==> src/rtl/core/dpb_pkg.sv <==
// Package for the depth pixel back-projection block.
// Holds widths, register and mode codes, configuration and job types.
// No dependencies; dpb_front, dpb_queue, dpb_back and the top module import it.
`default_nettype none

package dpb_pkg;

  localparam int FracBits    = 16;
  localparam int CntW        = 12;
  localparam int DepthW      = 10;
  localparam int ZW          = 26;
  localparam int XyW         = 41;
  localparam int DivW        = 42;
  localparam int DivCntW     = 6;
  localparam int MagW        = 17;
  localparam int WidthW      = 13;
  localparam int CfgAddrW    = 5;
  localparam int DefMaxWidth = 4096;

  // Register indexes.
  localparam logic [2:0] RegDepthMode  = 3'd0;
  localparam logic [2:0] RegColorSel   = 3'd1;
  localparam logic [2:0] RegDepthScale = 3'd2;
  localparam logic [2:0] RegCenterX    = 3'd3;
  localparam logic [2:0] RegCenterY    = 3'd4;
  localparam logic [2:0] RegFocalX     = 3'd5;
  localparam logic [2:0] RegFocalY     = 3'd6;
  localparam logic [2:0] RegImageWidth = 3'd7;

  // Depth modes.
  localparam logic [1:0] ModeSingle  = 2'd0;
  localparam logic [1:0] ModeSum     = 2'd1;
  localparam logic [1:0] ModeLayered = 2'd2;

  // Colour selections.
  localparam logic [1:0] ColBlue  = 2'd0;
  localparam logic [1:0] ColRed   = 2'd1;
  localparam logic [1:0] ColGreen = 2'd2;

  localparam logic [7:0]        ColourLevel = 8'd250;
  localparam logic [DepthW-1:0] LayerHigh   = 10'd511;
  localparam logic [DepthW-1:0] LayerMid    = 10'd255;

  typedef struct packed {
    logic [1:0]        depth_mode;
    logic [1:0]        color_select;
    logic [15:0]       depth_scale;
    logic [15:0]       center_x;
    logic [15:0]       center_y;
    logic [15:0]       focal_x;
    logic [15:0]       focal_y;
    logic [WidthW-1:0] image_width;
  } cfg_t;

  typedef struct packed {
    logic [CntW-1:0]   col;
    logic [CntW-1:0]   row;
    logic [DepthW-1:0] depth;
  } job_t;

  // A job together with its valid flag, as it passes through the queue.
  typedef struct packed {
    logic valid;
    job_t job;
  } qslot_t;

  typedef enum logic [2:0] {
    S_IDLE,
    S_DIVZ,
    S_MULX,
    S_DIVX,
    S_MULY,
    S_DIVY,
    S_FIN
  } back_state_e;

endpackage

`default_nettype wire

==> src/rtl/core/dpb_if.sv <==
// Stream interfaces for depth pixels in and projected points out.
// Depends on nothing; valid and ready carry each transfer.
`default_nettype none

interface dpb_pix_if;
  logic       valid;
  logic       ready;
  logic       frame_start;
  logic [7:0] chan_zero;
  logic [7:0] chan_one;
  logic [7:0] chan_two;

  modport source (output valid, frame_start, chan_zero, chan_one, chan_two, input ready);
  modport sink   (input valid, frame_start, chan_zero, chan_one, chan_two, output ready);
endinterface

interface dpb_pnt_if;
  logic               valid;
  logic               ready;
  logic signed [40:0] point_x;
  logic signed [40:0] point_y;
  logic        [25:0] point_z;
  logic        [7:0]  blue;
  logic        [7:0]  green;
  logic        [7:0]  red;

  modport source (output valid, point_x, point_y, point_z, blue, green, red, input ready);
  modport sink   (input valid, point_x, point_y, point_z, blue, green, red, output ready);
endinterface

`default_nettype wire

==> src/rtl/core/dpb_front.sv <==
// Front end: pixel position counters, depth code forming and dropping of empty pixels.
// Depends on dpb_pkg and dpb_pix_if.
`default_nettype none

module dpb_front import dpb_pkg::*; #(
  parameter int MaxWidth = DefMaxWidth
) (
  input  wire        clk_i,
  input  wire        rst_ni,
  dpb_pix_if.sink    pix,
  input  cfg_t       cfg_i,
  input  wire        full_i,
  output qslot_t     push_o
);

  localparam logic [WidthW-1:0] MaxW = WidthW'(MaxWidth);

  logic [CntW-1:0]   col_q, col_d, row_q, row_d;
  logic [CntW-1:0]   col_cur, row_cur;
  logic [DepthW-1:0] depth;
  logic [WidthW-1:0] width_eff, col_inc;
  logic              accept;

  assign pix.ready = ~full_i;
  assign accept    = pix.valid & pix.ready;

  // Position of the current pixel; a frame start puts it at the origin.
  assign col_cur = pix.frame_start ? '0 : col_q;
  assign row_cur = pix.frame_start ? '0 : row_q;

  // Depth code according to the mode.
  always_comb begin
    case (cfg_i.depth_mode)
      ModeSum: begin
        depth = DepthW'(pix.chan_zero) + DepthW'(pix.chan_one) + DepthW'(pix.chan_two);
      end
      ModeLayered: begin
        if (pix.chan_two != 8'd0) begin
          depth = LayerHigh + DepthW'(pix.chan_two);
        end else if (pix.chan_one != 8'd0) begin
          depth = LayerMid + DepthW'(pix.chan_one);
        end else begin
          depth = DepthW'(pix.chan_zero);
        end
      end
      default: begin
        depth = DepthW'(pix.chan_zero);
      end
    endcase
  end

  // Counter advance with the row width held within its legal range.
  always_comb begin
    if (cfg_i.image_width == '0) begin
      width_eff = WidthW'(1);
    end else if (cfg_i.image_width > MaxW) begin
      width_eff = MaxW;
    end else begin
      width_eff = cfg_i.image_width;
    end
    col_inc = {1'b0, col_cur} + WidthW'(1);
    col_d   = col_q;
    row_d   = row_q;
    if (accept) begin
      if (col_inc >= width_eff) begin
        col_d = '0;
        row_d = row_cur + CntW'(1);
      end else begin
        col_d = col_inc[CntW-1:0];
        row_d = row_cur;
      end
    end
  end

  always_ff @(posedge clk_i or negedge rst_ni) begin
    if (!rst_ni) begin
      col_q <= '0;
      row_q <= '0;
    end else begin
      col_q <= col_d;
      row_q <= row_d;
    end
  end

  // Only pixels with a nonzero depth code become jobs.
  assign push_o.valid     = accept & (depth != '0);
  assign push_o.job.col   = col_cur;
  assign push_o.job.row   = row_cur;
  assign push_o.job.depth = depth;

endmodule

`default_nettype wire

==> src/rtl/core/dpb_queue.sv <==
// Two-entry job queue between the front end and the arithmetic back end.
// Depends on dpb_pkg.
`default_nettype none

module dpb_queue import dpb_pkg::*; (
  input  wire    clk_i,
  input  wire    rst_ni,
  input  qslot_t push_i,
  input  wire    pop_i,
  output qslot_t head_o,
  output logic   full_o
);

  job_t       slot_q [2];
  logic       wr_q, rd_q;
  logic [1:0] cnt_q;

  assign full_o       = (cnt_q == 2'd2);
  assign head_o.valid = (cnt_q != 2'd0);
  assign head_o.job   = slot_q[rd_q];

  // Pointers and fill level.
  always_ff @(posedge clk_i or negedge rst_ni) begin
    if (!rst_ni) begin
      wr_q  <= 1'b0;
      rd_q  <= 1'b0;
      cnt_q <= 2'd0;
    end else begin
      if (push_i.valid) begin
        wr_q <= ~wr_q;
      end
      if (pop_i) begin
        rd_q <= ~rd_q;
      end
      cnt_q <= cnt_q + 2'(push_i.valid) - 2'(pop_i);
    end
  end

  always_ff @(posedge clk_i) begin
    if (push_i.valid) begin
      slot_q[wr_q] <= push_i.job;
    end
  end

`ifndef SYNTHESIS
  a_no_overflow: assert property (@(posedge clk_i) disable iff (!rst_ni)
    !(push_i.valid && full_o && !pop_i)) else $error("job queue overflow");
  a_no_underflow: assert property (@(posedge clk_i) disable iff (!rst_ni)
    pop_i |-> head_o.valid) else $error("job queue underflow");
  a_level: assert property (@(posedge clk_i) disable iff (!rst_ni)
    cnt_q != 2'd3) else $error("job queue level out of range");
`endif

endmodule

`default_nettype wire

==> src/rtl/core/dpb_back.sv <==
// Back end: depth division, projection products and divisions on one shared
// radix-2 divider, saturation and the output register. Depends on dpb_pkg, dpb_pnt_if.
`default_nettype none

module dpb_back import dpb_pkg::*; (
  input  wire       clk_i,
  input  wire       rst_ni,
  input  cfg_t      cfg_i,
  input  qslot_t    head_i,
  output logic      pop_o,
  dpb_pnt_if.source pnt
);

  localparam logic [DivCntW-1:0] DivLast = DivCntW'(DivW - 1);

  back_state_e st_q, st_d;

  logic [DivCntW-1:0] cnt_q;
  logic [15:0]        rem_q;
  logic [DivW-1:0]    quo_q;
  logic [ZW-1:0]      z_q;
  logic [DivW-1:0]    qx_q;
  job_t               job_q;
  logic               ovld_q;
  logic [XyW-1:0]     ox_q, oy_q;
  logic [ZW-1:0]      oz_q;
  logic [7:0]         ob_q, og_q, or_q;

  logic [15:0]     divisor;
  logic [16:0]     shifted;
  logic [17:0]     trial;
  logic            digit;
  logic [15:0]     rem_n;
  logic            div_end;
  logic [MagW-1:0] dx, dy, mag_x, mag_y;
  logic [42:0]     prod;
  logic            out_free, out_load;

  function automatic logic [15:0] nz(input logic [15:0] v);
    nz = (v == 16'd0) ? 16'd1 : v;
  endfunction

  // Apply the sign to a quotient magnitude and clamp to the output range.
  function automatic logic [XyW-1:0] sat_xy(input logic neg, input logic [DivW-1:0] q);
    logic [DivW-1:0] lim;
    lim = DivW'(1) << (XyW - 1);
    if (neg) begin
      sat_xy = (q > lim) ? lim[XyW-1:0] : (~q[XyW-1:0] + XyW'(1));
    end else begin
      sat_xy = (q >= lim) ? (lim[XyW-1:0] - XyW'(1)) : q[XyW-1:0];
    end
  endfunction

  // Offsets from the principal point, in sixteenths of a pixel.
  assign dx    = {1'b0, job_q.col, 4'b0} - {1'b0, cfg_i.center_x};
  assign dy    = {1'b0, job_q.row, 4'b0} - {1'b0, cfg_i.center_y};
  assign mag_x = dx[MagW-1] ? (~dx + MagW'(1)) : dx;
  assign mag_y = dy[MagW-1] ? (~dy + MagW'(1)) : dy;

  // One multiplier, fed by the state.
  assign prod = (st_q == S_MULX) ? (mag_x * quo_q[ZW-1:0]) : (mag_y * z_q);

  // Divisor selected by the running division.
  always_comb begin
    case (st_q)
      S_DIVX:  divisor = nz(cfg_i.focal_x);
      S_DIVY:  divisor = nz(cfg_i.focal_y);
      default: divisor = nz(cfg_i.depth_scale);
    endcase
  end

  // One restoring division step.
  assign shifted = {rem_q, quo_q[DivW-1]};
  assign trial   = {1'b0, shifted} - {2'b0, divisor};
  assign digit   = ~trial[17];
  assign rem_n   = digit ? trial[15:0] : shifted[15:0];
  assign div_end = (cnt_q == '0);

  assign out_free = ~ovld_q | pnt.ready;

  // Next state.
  always_comb begin
    st_d = st_q;
    case (st_q)
      S_IDLE: if (head_i.valid) st_d = S_DIVZ;
      S_DIVZ: if (div_end) st_d = S_MULX;
      S_MULX: st_d = S_DIVX;
      S_DIVX: if (div_end) st_d = S_MULY;
      S_MULY: st_d = S_DIVY;
      S_DIVY: if (div_end) st_d = S_FIN;
      S_FIN:  if (out_free) st_d = S_IDLE;
      default: st_d = S_IDLE;
    endcase
  end

  // State outputs.
  always_comb begin
    pop_o    = 1'b0;
    out_load = 1'b0;
    case (st_q)
      S_IDLE:  pop_o    = head_i.valid;
      S_FIN:   out_load = out_free;
      default: ;
    endcase
  end

  always_ff @(posedge clk_i or negedge rst_ni) begin
    if (!rst_ni) begin
      st_q   <= S_IDLE;
      ovld_q <= 1'b0;
    end else begin
      st_q <= st_d;
      if (out_load) begin
        ovld_q <= 1'b1;
      end else if (pnt.ready) begin
        ovld_q <= 1'b0;
      end
    end
  end

  // Datapath registers.
  always_ff @(posedge clk_i) begin
    case (st_q)
      S_IDLE: begin
        job_q <= head_i.job;
        rem_q <= '0;
        quo_q <= DivW'({head_i.job.depth, {FracBits{1'b0}}});
        cnt_q <= DivLast;
      end
      S_DIVZ, S_DIVX, S_DIVY: begin
        rem_q <= rem_n;
        quo_q <= {quo_q[DivW-2:0], digit};
        cnt_q <= cnt_q - DivCntW'(1);
      end
      S_MULX: begin
        z_q   <= quo_q[ZW-1:0];
        rem_q <= '0;
        quo_q <= prod[DivW-1:0];
        cnt_q <= DivLast;
      end
      S_MULY: begin
        qx_q  <= quo_q;
        rem_q <= '0;
        quo_q <= prod[DivW-1:0];
        cnt_q <= DivLast;
      end
      default: ;
    endcase
    if (out_load) begin
      ox_q <= sat_xy(dx[MagW-1], qx_q);
      oy_q <= sat_xy(dy[MagW-1], quo_q);
      oz_q <= z_q;
      ob_q <= (cfg_i.color_select == ColBlue)  ? ColourLevel : 8'd0;
      og_q <= (cfg_i.color_select == ColGreen) ? ColourLevel : 8'd0;
      or_q <= (cfg_i.color_select == ColRed)   ? ColourLevel : 8'd0;
    end
  end

  assign pnt.valid   = ovld_q;
  assign pnt.point_x = ox_q;
  assign pnt.point_y = oy_q;
  assign pnt.point_z = oz_q;
  assign pnt.blue    = ob_q;
  assign pnt.green   = og_q;
  assign pnt.red     = or_q;

`ifndef SYNTHESIS
  a_start: assert property (@(posedge clk_i) disable iff (!rst_ni)
    (st_q == S_IDLE && head_i.valid) |=> (st_q == S_DIVZ && cnt_q == DivLast))
    else $error("job not started");
  a_reload: assert property (@(posedge clk_i) disable iff (!rst_ni)
    (st_q == S_MULX || st_q == S_MULY) |=> cnt_q == DivLast)
    else $error("divider not reloaded");
  a_hold: assert property (@(posedge clk_i) disable iff (!rst_ni)
    (st_q == S_FIN && !out_free) |=> st_q == S_FIN)
    else $error("result lost while output busy");
`endif

endmodule

`default_nettype wire

==> src/rtl/core/depth_pixel_backprojection.sv <==
// Depth pixel back-projection: a front end forms depth codes and pixel positions and
// drops empty pixels, a two-entry queue decouples it from the back end, which finds
// z, x and y with one shared bit-serial divider and one multiplier. The front end
// takes a pixel whenever the queue is not full; the back end works on one job at a
// time (three 42-step divisions plus load, multiply and output steps) and takes the
// next job once the last point is loaded for output. Registers sit on an APB port.
// Depends on dpb_pkg, dpb_if, dpb_front, dpb_queue and dpb_back.
`default_nettype none

module depth_pixel_backprojection import dpb_pkg::*; #(
  parameter int MaxWidth = DefMaxWidth
) (
  input  wire                clk_i,
  input  wire                rst_ni,
  input  wire                psel,
  input  wire                penable,
  input  wire                pwrite,
  input  wire [CfgAddrW-1:0] paddr,
  input  wire [31:0]         pwdata,
  output logic [31:0]        prdata,
  output logic               pready,
  dpb_pix_if.sink            pix_i,
  dpb_pnt_if.source          pnt_o
);

  cfg_t       cfg_q;
  qslot_t     push;
  qslot_t     head;
  logic       full;
  logic       pop;
  logic [2:0] idx;

  assign pready = 1'b1;
  assign idx    = paddr[CfgAddrW-1:2];

  // Register writes.
  always_ff @(posedge clk_i or negedge rst_ni) begin
    if (!rst_ni) begin
      cfg_q.depth_mode   <= ModeSingle;
      cfg_q.color_select <= ColBlue;
      cfg_q.depth_scale  <= 16'd1;
      cfg_q.center_x     <= 16'd5120;
      cfg_q.center_y     <= 16'd3200;
      cfg_q.focal_x      <= 16'd6400;
      cfg_q.focal_y      <= 16'd6400;
      cfg_q.image_width  <= 13'd640;
    end else if (psel && penable && pwrite) begin
      case (idx)
        RegDepthMode:  cfg_q.depth_mode   <= pwdata[1:0];
        RegColorSel:   cfg_q.color_select <= pwdata[1:0];
        RegDepthScale: cfg_q.depth_scale  <= pwdata[15:0];
        RegCenterX:    cfg_q.center_x     <= pwdata[15:0];
        RegCenterY:    cfg_q.center_y     <= pwdata[15:0];
        RegFocalX:     cfg_q.focal_x      <= pwdata[15:0];
        RegFocalY:     cfg_q.focal_y      <= pwdata[15:0];
        RegImageWidth: cfg_q.image_width  <= pwdata[WidthW-1:0];
        default: ;
      endcase
    end
  end

  // Register reads.
  always_comb begin
    case (idx)
      RegDepthMode:  prdata = 32'(cfg_q.depth_mode);
      RegColorSel:   prdata = 32'(cfg_q.color_select);
      RegDepthScale: prdata = 32'(cfg_q.depth_scale);
      RegCenterX:    prdata = 32'(cfg_q.center_x);
      RegCenterY:    prdata = 32'(cfg_q.center_y);
      RegFocalX:     prdata = 32'(cfg_q.focal_x);
      RegFocalY:     prdata = 32'(cfg_q.focal_y);
      RegImageWidth: prdata = 32'(cfg_q.image_width);
      default:       prdata = 32'd0;
    endcase
  end

  dpb_front #(.MaxWidth(MaxWidth)) u_front (
    .clk_i  (clk_i),
    .rst_ni (rst_ni),
    .pix    (pix_i),
    .cfg_i  (cfg_q),
    .full_i (full),
    .push_o (push)
  );

  dpb_queue u_queue (
    .clk_i  (clk_i),
    .rst_ni (rst_ni),
    .push_i (push),
    .pop_i  (pop),
    .head_o (head),
    .full_o (full)
  );

  dpb_back u_back (
    .clk_i  (clk_i),
    .rst_ni (rst_ni),
    .cfg_i  (cfg_q),
    .head_i (head),
    .pop_o  (pop),
    .pnt    (pnt_o)
  );

endmodule

`default_nettype wire
==> src/flat_wrapper.sv <==
// flat-port wrapper written by rule: the top's interface ports become plain ports
module depth_pixel_backprojection_flat import dpb_pkg::*;
#(
  parameter int MaxWidth = DefMaxWidth
)
  (clk_i, rst_ni, psel, penable, pwrite, paddr, pwdata, prdata, pready, pix_i_valid, pix_i_frame_start, pix_i_chan_zero, pix_i_chan_one, pix_i_chan_two, pix_i_ready, pnt_o_valid, pnt_o_point_x, pnt_o_point_y, pnt_o_point_z, pnt_o_blue, pnt_o_green, pnt_o_red, pnt_o_ready);
  dpb_pix_if pix_i_i ();
  dpb_pnt_if pnt_o_i ();
  input  wire clk_i;
  input  wire rst_ni;
  input  wire psel;
  input  wire penable;
  input  wire pwrite;
  input  wire [CfgAddrW-1:0] paddr;
  input  wire [31:0] pwdata;
  output logic [31:0] prdata;
  output logic pready;
  input wire logic [$bits(pix_i_i.valid)-1:0] pix_i_valid;
  input wire logic [$bits(pix_i_i.frame_start)-1:0] pix_i_frame_start;
  input wire logic [$bits(pix_i_i.chan_zero)-1:0] pix_i_chan_zero;
  input wire logic [$bits(pix_i_i.chan_one)-1:0] pix_i_chan_one;
  input wire logic [$bits(pix_i_i.chan_two)-1:0] pix_i_chan_two;
  output wire logic [$bits(pix_i_i.ready)-1:0] pix_i_ready;
  output wire logic [$bits(pnt_o_i.valid)-1:0] pnt_o_valid;
  output wire logic [$bits(pnt_o_i.point_x)-1:0] pnt_o_point_x;
  output wire logic [$bits(pnt_o_i.point_y)-1:0] pnt_o_point_y;
  output wire logic [$bits(pnt_o_i.point_z)-1:0] pnt_o_point_z;
  output wire logic [$bits(pnt_o_i.blue)-1:0] pnt_o_blue;
  output wire logic [$bits(pnt_o_i.green)-1:0] pnt_o_green;
  output wire logic [$bits(pnt_o_i.red)-1:0] pnt_o_red;
  input wire logic [$bits(pnt_o_i.ready)-1:0] pnt_o_ready;
  assign pix_i_i.valid = pix_i_valid;
  assign pix_i_i.frame_start = pix_i_frame_start;
  assign pix_i_i.chan_zero = pix_i_chan_zero;
  assign pix_i_i.chan_one = pix_i_chan_one;
  assign pix_i_i.chan_two = pix_i_chan_two;
  assign pix_i_ready = pix_i_i.ready;
  assign pnt_o_valid = pnt_o_i.valid;
  assign pnt_o_point_x = pnt_o_i.point_x;
  assign pnt_o_point_y = pnt_o_i.point_y;
  assign pnt_o_point_z = pnt_o_i.point_z;
  assign pnt_o_blue = pnt_o_i.blue;
  assign pnt_o_green = pnt_o_i.green;
  assign pnt_o_red = pnt_o_i.red;
  assign pnt_o_i.ready = pnt_o_ready;
  depth_pixel_backprojection #(.MaxWidth(MaxWidth)) u_core (.clk_i(clk_i), .rst_ni(rst_ni), .psel(psel), .penable(penable), .pwrite(pwrite), .paddr(paddr), .pwdata(pwdata), .prdata(prdata), .pready(pready), .pix_i(pix_i_i), .pnt_o(pnt_o_i));
endmodule
==> config.mk <==
export PLATFORM = sky130hd
export DESIGN_NAME = depth_pixel_backprojection_flat
export DESIGN_NICKNAME = d
export VERILOG_FILES = /design/src/rtl/core/dpb_pkg.sv /design/src/rtl/core/dpb_if.sv /design/src/rtl/core/dpb_front.sv /design/src/rtl/core/dpb_queue.sv /design/src/rtl/core/dpb_back.sv /design/src/rtl/core/depth_pixel_backprojection.sv /design/src/flat_wrapper.sv
export SDC_FILE = /design/constraint.sdc
export NUM_CORES = 2
export LEC_CHECK = 0
export ABC_AREA = 0
export BUFFER_PORTS_ARGS = -buffer_cell sky130_fd_sc_hd__buf_2
export CORE_ASPECT_RATIO = 1.2
export CORE_UTILIZATION = 30
export CTS_CLUSTER_SIZE = 25
export DETAILED_ROUTE_END_ITERATION = 8
export GPL_TIMING_DRIVEN = 0
export PLACE_DENSITY = 0.47
export SETUP_SLACK_MARGIN = 0.5
export SYNTH_ARGS = -nofsm -noshare
export SYNTH_HDL_FRONTEND = slang
export SYNTH_SLANG_ARGS = --single-unit
==> constraint.sdc <==
create_clock -name clk_i -period 10 [get_ports clk_i]
set_input_delay 1.5 -clock clk_i [delete_from_list [all_inputs] [get_ports clk_i]]
set_output_delay 1.5 -clock clk_i [all_outputs]
set_load 0.005 [all_outputs]
# Word level (Yosys, flattened, before mapping)
# Memories as Yosys holds them, arrays and structs flattened.
# Cells that the tools add are included.
[word_totals]
regBits = 417
mem_bits_rw = 68
inputBits = 69
elab_cells = 159
memories = 1
[classes]
addsub = 16
multipliers = 2
n_lt_le_gt_ge = 6
eq_ne = 23
muxes = 42
bitwise_logic = 12
reduce_logical = 29
[memory_table]
columns = ["name", "words", "width", "read_ports", "rd_ports_with_merged_regs", "write_ports", "line_no", "rtl"]
rows = [
  ["u_core.u_queue.slot_q", 2, 34, 1, 0, 1, "dpb_queue.sv:14", "job_t slot_q [2];"],
]
[ops]
columns = ["cell", "n"]
rows = [
  ["$pmux 32 s8", 1],
  ["$mux 41", 6],
  ["$pmux 42 s3", 1],
  ["$ge 42x41->1 const B", 2],
  ["$gt 42x41->1 const B", 2],
  ["$mul 17x26->42", 2],
  ["$add 41x1->41 const B", 2],
  ["$not 41->41", 2],
  ["$mux 16", 4],
  ["$pmux 16 s2", 2],
  ["$logic_not 16->1", 3],
  ["$mux 12", 4],
  ["$mux 42", 1],
  ["$add 17x1->17 const B", 2],
  ["$mux 17", 2],
  ["$not 17->17", 2],
  ["$sub 16x16->17", 2],
  ["$mux 13", 2],
  ["$mux 8", 3],
  ["$eq 3x3->1 const B", 7],
  ["$pmux 3 s7", 1],
  ["$pmux 10 s2", 1],
  ["$sub 17x16->18", 1],
  ["$reduce_and 2->1", 8],
  ["36 further kinds", 67],
]

# Longest topological paths before layout
[depth]
depth_word = 8
depth_mapped = 39
depth_no_buf = 37

# Modules after synthesis
# Synthesis repeated with hierarchy kept, for this count alone.
[hier_totals]
hier_cells = 5597
area_unflattened_um2 = 53591.4
[modules_own_cells]
columns = ["module", "n_inst", "cells_per_inst", "area_per_inst_um2", "seq_area_each_um2"]
rows = [
  ["dpb_back", 1, 4737, 42898.6, 8117.8],
  ["depth_pixel_backprojection", 1, 336, 4760.8, 2444.8],
  ["dpb_front", 1, 403, 3128.0, 600.6],
  ["dpb_queue", 1, 121, 2803.9, 2142.1],
]

# Worst setup path after synthesis
# OpenSTA, ideal clock, no wires.
[synth_path]
kind = "input port to flip-flop"
startpoint = "input pnt_o_ready"
endpoint = "register u_core.u_back.ob_q[6] (netlist: u_core.u_back.pnt.blue[6]) (enable)"
setup_time_ns = 0.742
arrival_ns = 9.659
t_required_ns = 9.258
setup_slack_ns = -0.401
cell_stages = 2
path_buffers = 0
cell_sequence = "nand2b_1 > nor3b_1"
[synth_via]
elab_chain_cells = 2
[synth_lines]
columns = ["item", "line_no", "rtl"]
rows = [
  ["from (decl)", "flat_wrapper.sv:31", "input wire logic [$bits(pnt_o_i.ready)-1:0] pnt_o_ready;"],
  ["$or 1x1->1", "dpb_back.sv:79", "assign out_free = ~ovld_q | pnt.ready;"],
  ["$mux 1", "dpb_back.sv:100", "case (st_q)"],
  ["named net u_core.u_back.out_load", "dpb_back.sv:37", "logic out_free, out_load;"],
  ["to (signal assigned)", "dpb_back.sv:153", "ob_q <= (cfg_i.color_select == ColBlue) ? ColourLevel : 8'd0;"],
  ["to (decl)", "dpb_back.sv:27", "logic [7:0] ob_q, og_q, or_q;"],
]
# The timed path passes the listed nets, and every way through them passes these cells.
# A chain may end at the register's enable or synchronous reset.

# Final worst setup path
[layout_path]
startpoint = "register u_core.cfg_q[65] in the netlist's numbering"
endpoint = "register u_core.u_back.quo_q[41], data pin"
[layout_via]
elab_chain_cells = 7
[layout_lines]
columns = ["item", "line_no", "rtl"]
rows = [
  ["from (decl)", "depth_pixel_backprojection.sv:26", "cfg_t cfg_q;"],
  ["$sub 16x16->17 *", "dpb_back.sv:55", "assign dx = {1'b0, job_q.col, 4'b0} - {1'b0, cfg_i.center_x};"],
  ["$not 17->17", "dpb_back.sv:57", "assign mag_x = dx[MagW-1] ? (~dx + MagW'(1)) : dx;"],
  ["$add 17x1->17", "dpb_back.sv:57", ""],
  ["$mux 17 *", "dpb_back.sv:57", ""],
  ["$mul 17x26->42 *", "dpb_back.sv:61", "assign prod = (st_q == S_MULX) ? (mag_x * quo_q[ZW-1:0]) : (mag_y * z_q);"],
  ["$mux 42 *", "dpb_back.sv:61", ""],
  ["$pmux 42 s3 *", "dpb_back.sv:123", "case (st_q)"],
  ["to (signal assigned)", "dpb_back.sv:127", "quo_q <= DivW'({head_i.job.depth, {FracBits{1'b0}}});"],
  ["to (signal assigned)", "dpb_back.sv:132", "quo_q <= {quo_q[DivW-2:0], digit};"],
  ["to (signal assigned)", "dpb_back.sv:138", "quo_q <= prod[DivW-1:0];"],
  ["to (decl)", "dpb_back.sv:20", "logic [DivW-1:0] quo_q;"],
]
# Every way passes the cells marked *; elsewhere a longest branch is shown, timed or not.

==> results.json <==
{
  "rows": 168,
  "cts_tree": "done",
  "fillCellCount": 17790,
  "clock-sinks": 464,
  "rsz0062_at_grt": "yes",
  "drt-vias-per-instance": 4.984,
  "yosys_register_bits": 464,
  "regArea_um2": 13310,
  "status": "finished clean",
  "crit_path_max_fanout": 6,
  "ctsHoldBuffers": 0,
  "grt_max_degree": 66,
  "die_w_um": 384.8,
  "yosys.area.top_type": "fa_1",
  "cts_buffer_depth": 3,
  "ys_seq_area_share_pct": 25.23,
  "overflow": 0,
  "start_util_pct": 30.19,
  "cp.arrival_ns": 9.78,
  "core_area_um2": 174700,
  "crit_path_max_incr_delay_ns": 0.61,
  "clock_latency_ns": 0.68,
  "synth_top_cell_area_share_pct": 27.56,
  "crit_path_top_delay_cell": "or4b_4",
  "dieArea_um2": 177500,
  "critical_path_class": "reg -> reg",
  "worstMarginPinSlew_ns": 1.273,
  "postPlaceCellArea_um2": 57090,
  "io_buffer_count": 192,
  "drtPass1Iterations": 6,
  "grt_pass1_wl_um": 281900,
  "r2r_slack_ns": 0.60,
  "maxSlewHeadroom_pct": 14.93,
  "drt_iter0_drc": 3101,
  "drv_slew": 0,
  "drc": 0,
  "antenna_found_initial": 13,
  "synth_ff_type": "edfxtp_1",
  "synth_area_leaders": "fa_1, edfxtp_1, inv_1, ha_1, nand2_1",
  "wl_per_cell_um": 22.63,
  "synthArstFlopShare_pct": 27.80,
  "place_congestion": 0.9211,
  "setup_violations": 0,
  "clk_pin_slew_ns": 0.07,
  "syn_to_final_growth_pct": 18.25,
  "skew_ns": 0.03107,
  "cp.required_ns": 10.38,
  "syn_avg_cell_area_um2": 9.431,
  "cp_common_cell": "fa_2",
  "maxCapViolCount": 0,
  "fin_area_um2": 62360,
  "vias": 41610,
  "io_pins": 236,
  "layout-drive-gt1-share_pct": 15.64,
  "fmax_mhz": 106.3,
  "die_height_um": 461.3,
  "cts_buffers": 53,
  "synth_edf_count": 335,
  "yosysWarnings": 0,
  "ctsHtreeMaxLevel": 2,
  "end_kind": "register",
  "dp_hpwl_um": 150300,
  "clock-root-buffer": "clkbuf_16",
  "finalHoldViolCount": 0,
  "grt_usage_pct": 21.42,
  "synth.most_common_cell": "inv_1",
  "ys_types": 90,
  "start_kind": "register",
  "synthCells": 5592,
  "ant_nets": 0,
  "syn_area_um2": 52740,
  "min_period_over_period_pct": 94.05,
  "min_period_ns": 9.405,
  "fin_nets": 7099,
  "synth_commonest_cells": "inv_1, nand2_1, fa_1",
  "multi_input_area_um2": 36190,
  "wl_um": 189000,
  "worstHoldPathType": "reg -> reg",
  "grt_pass1_vias": 42760
}
-- state kept, by name, summed over array words and instances (netlist names), 16 cells and up --
| name | count |
|---|---|
| u_core.u_back.quo_q | 42 |
| u_core.u_queue.slot_q | 68 |
| u_core.cfg_q | 97 |
| u_core.u_back.z_q | 26 |
| u_core.u_back.pnt.point_x | 41 |
| u_core.u_back.rem_q | 16 |
| u_core.u_back.pnt.point_y | 41 |
| u_core.u_back.pnt.point_z | 26 |
| u_core.u_back.qx_q | 42 |
| u_core.u_back.job_q | 24 |
-- cell families (layout without fill, tap and decap cells) --
family / count (synthesis) / after routing / synth area share [%]
and+or+nand+nor: 1659 / 1659 / 14.47
buffers and inverters: 1352 / 1787 / 9.933
adders and majority gates: 1026 / 1026 / 34.68
AOI/OAI and AO/OA: 763 / 763 / 9.502
DFF: 464 / 464 / 25.23
xor gates and xnor gates: 181 / 181 / 3.006
muxes: 145 / 145 / 3.170
other: 2 / 29 / 0.01424
-- cells in the final DEF (no fill, tap or decap), drive strengths merged, types with 70 or more instances in the layout --
master,count
buf,447
a21oi,176
edfxtp,335
clkbuf,268
nor3,70
nand2,868
fa,726
xnor2,117
dfrtp,115
o21ai,208
and2,203
nor2,230
mux2,106
ha,300
inv,1048
-- final cells by class --
class	instances	area share, %
diodes	6	0.02408
plain buffers	311	2.921
clock buffers	68	2.347
clock inverters	31	0.5036
inverters	1041	6.274
multi-input cells	3797	58.04
flip-flops and latches	464	21.34
well taps	2295	4.604
repair buffers	336	3.950
-- per-layer routing --
layer  GRT usage [%]  wire, um  vias to the layer above
li1                -         -                    18720
met1           28.24     81290                    21330
met2           36.22     90600                     1243
met3           2.247      9339                      304
met4           7.631      7724                        4
met5               0        27                        -
-- stage by stage --
stage	instances	hold WS, ns	setup slack, ns	util, %	setup TNS (ns)
3_3_place_gp	8100	0.4327	-3.001	32.44	-61.78
6_report	8349	0.4518	0.5951	35.70	0
5_1_grt	8344	0.4676	0.3531	35.69	0
3_5_place_dp	8115	0.4338	-2.628	32.68	-51.47
2_1_floorplan	5613	0.4244	0.5370	-	0
4_1_cts	8293	0.4515	0.4236	34.98	0
-- final timing paths --
| path | cells after the start | endpoint | start |
|---|---|---|---|
| max | 32 | u_core.u_back.quo_q[41] | u_core.cfg_q[65] |
| min | 0 | u_core.u_back.pnt.point_z[12] | u_core.u_back.z_q[12] |
| min in group asynchronous | 1 | u_core.cfg_q[44] | rst_ni |
| max in group asynchronous | 2 | u_core.cfg_q[73] | rst_ni |
| min reg2reg | 0 | u_core.u_back.pnt.point_z[12] | u_core.u_back.z_q[12] |
| max reg2reg | 32 | u_core.u_back.quo_q[41] | u_core.cfg_q[65] |
-- critical path, delay by kind of cell, from the launching register on --
family,cells,cell delay (ns)
compound gates,7,1.21
xor+xnor,2,0.37
fa+ha+maj,8,3.61
buf+inv,5,0.60
flops,1,0.40
simple gates,10,2.93
-- timing repair --
| action | CTS | global route |
|---|---|---|
| gates resized for setup | 345 | 233 |
| gates cloned | 1 | 2 |
| endpoints found under the setup margin | 32 | 24 |
| pin swaps | 93 | 123 |
| buffers inserted | 78 | 48 |
Power is not shown: default switching activity piles up to over one toggle a cycle in this logic, so the estimate is an artifact.
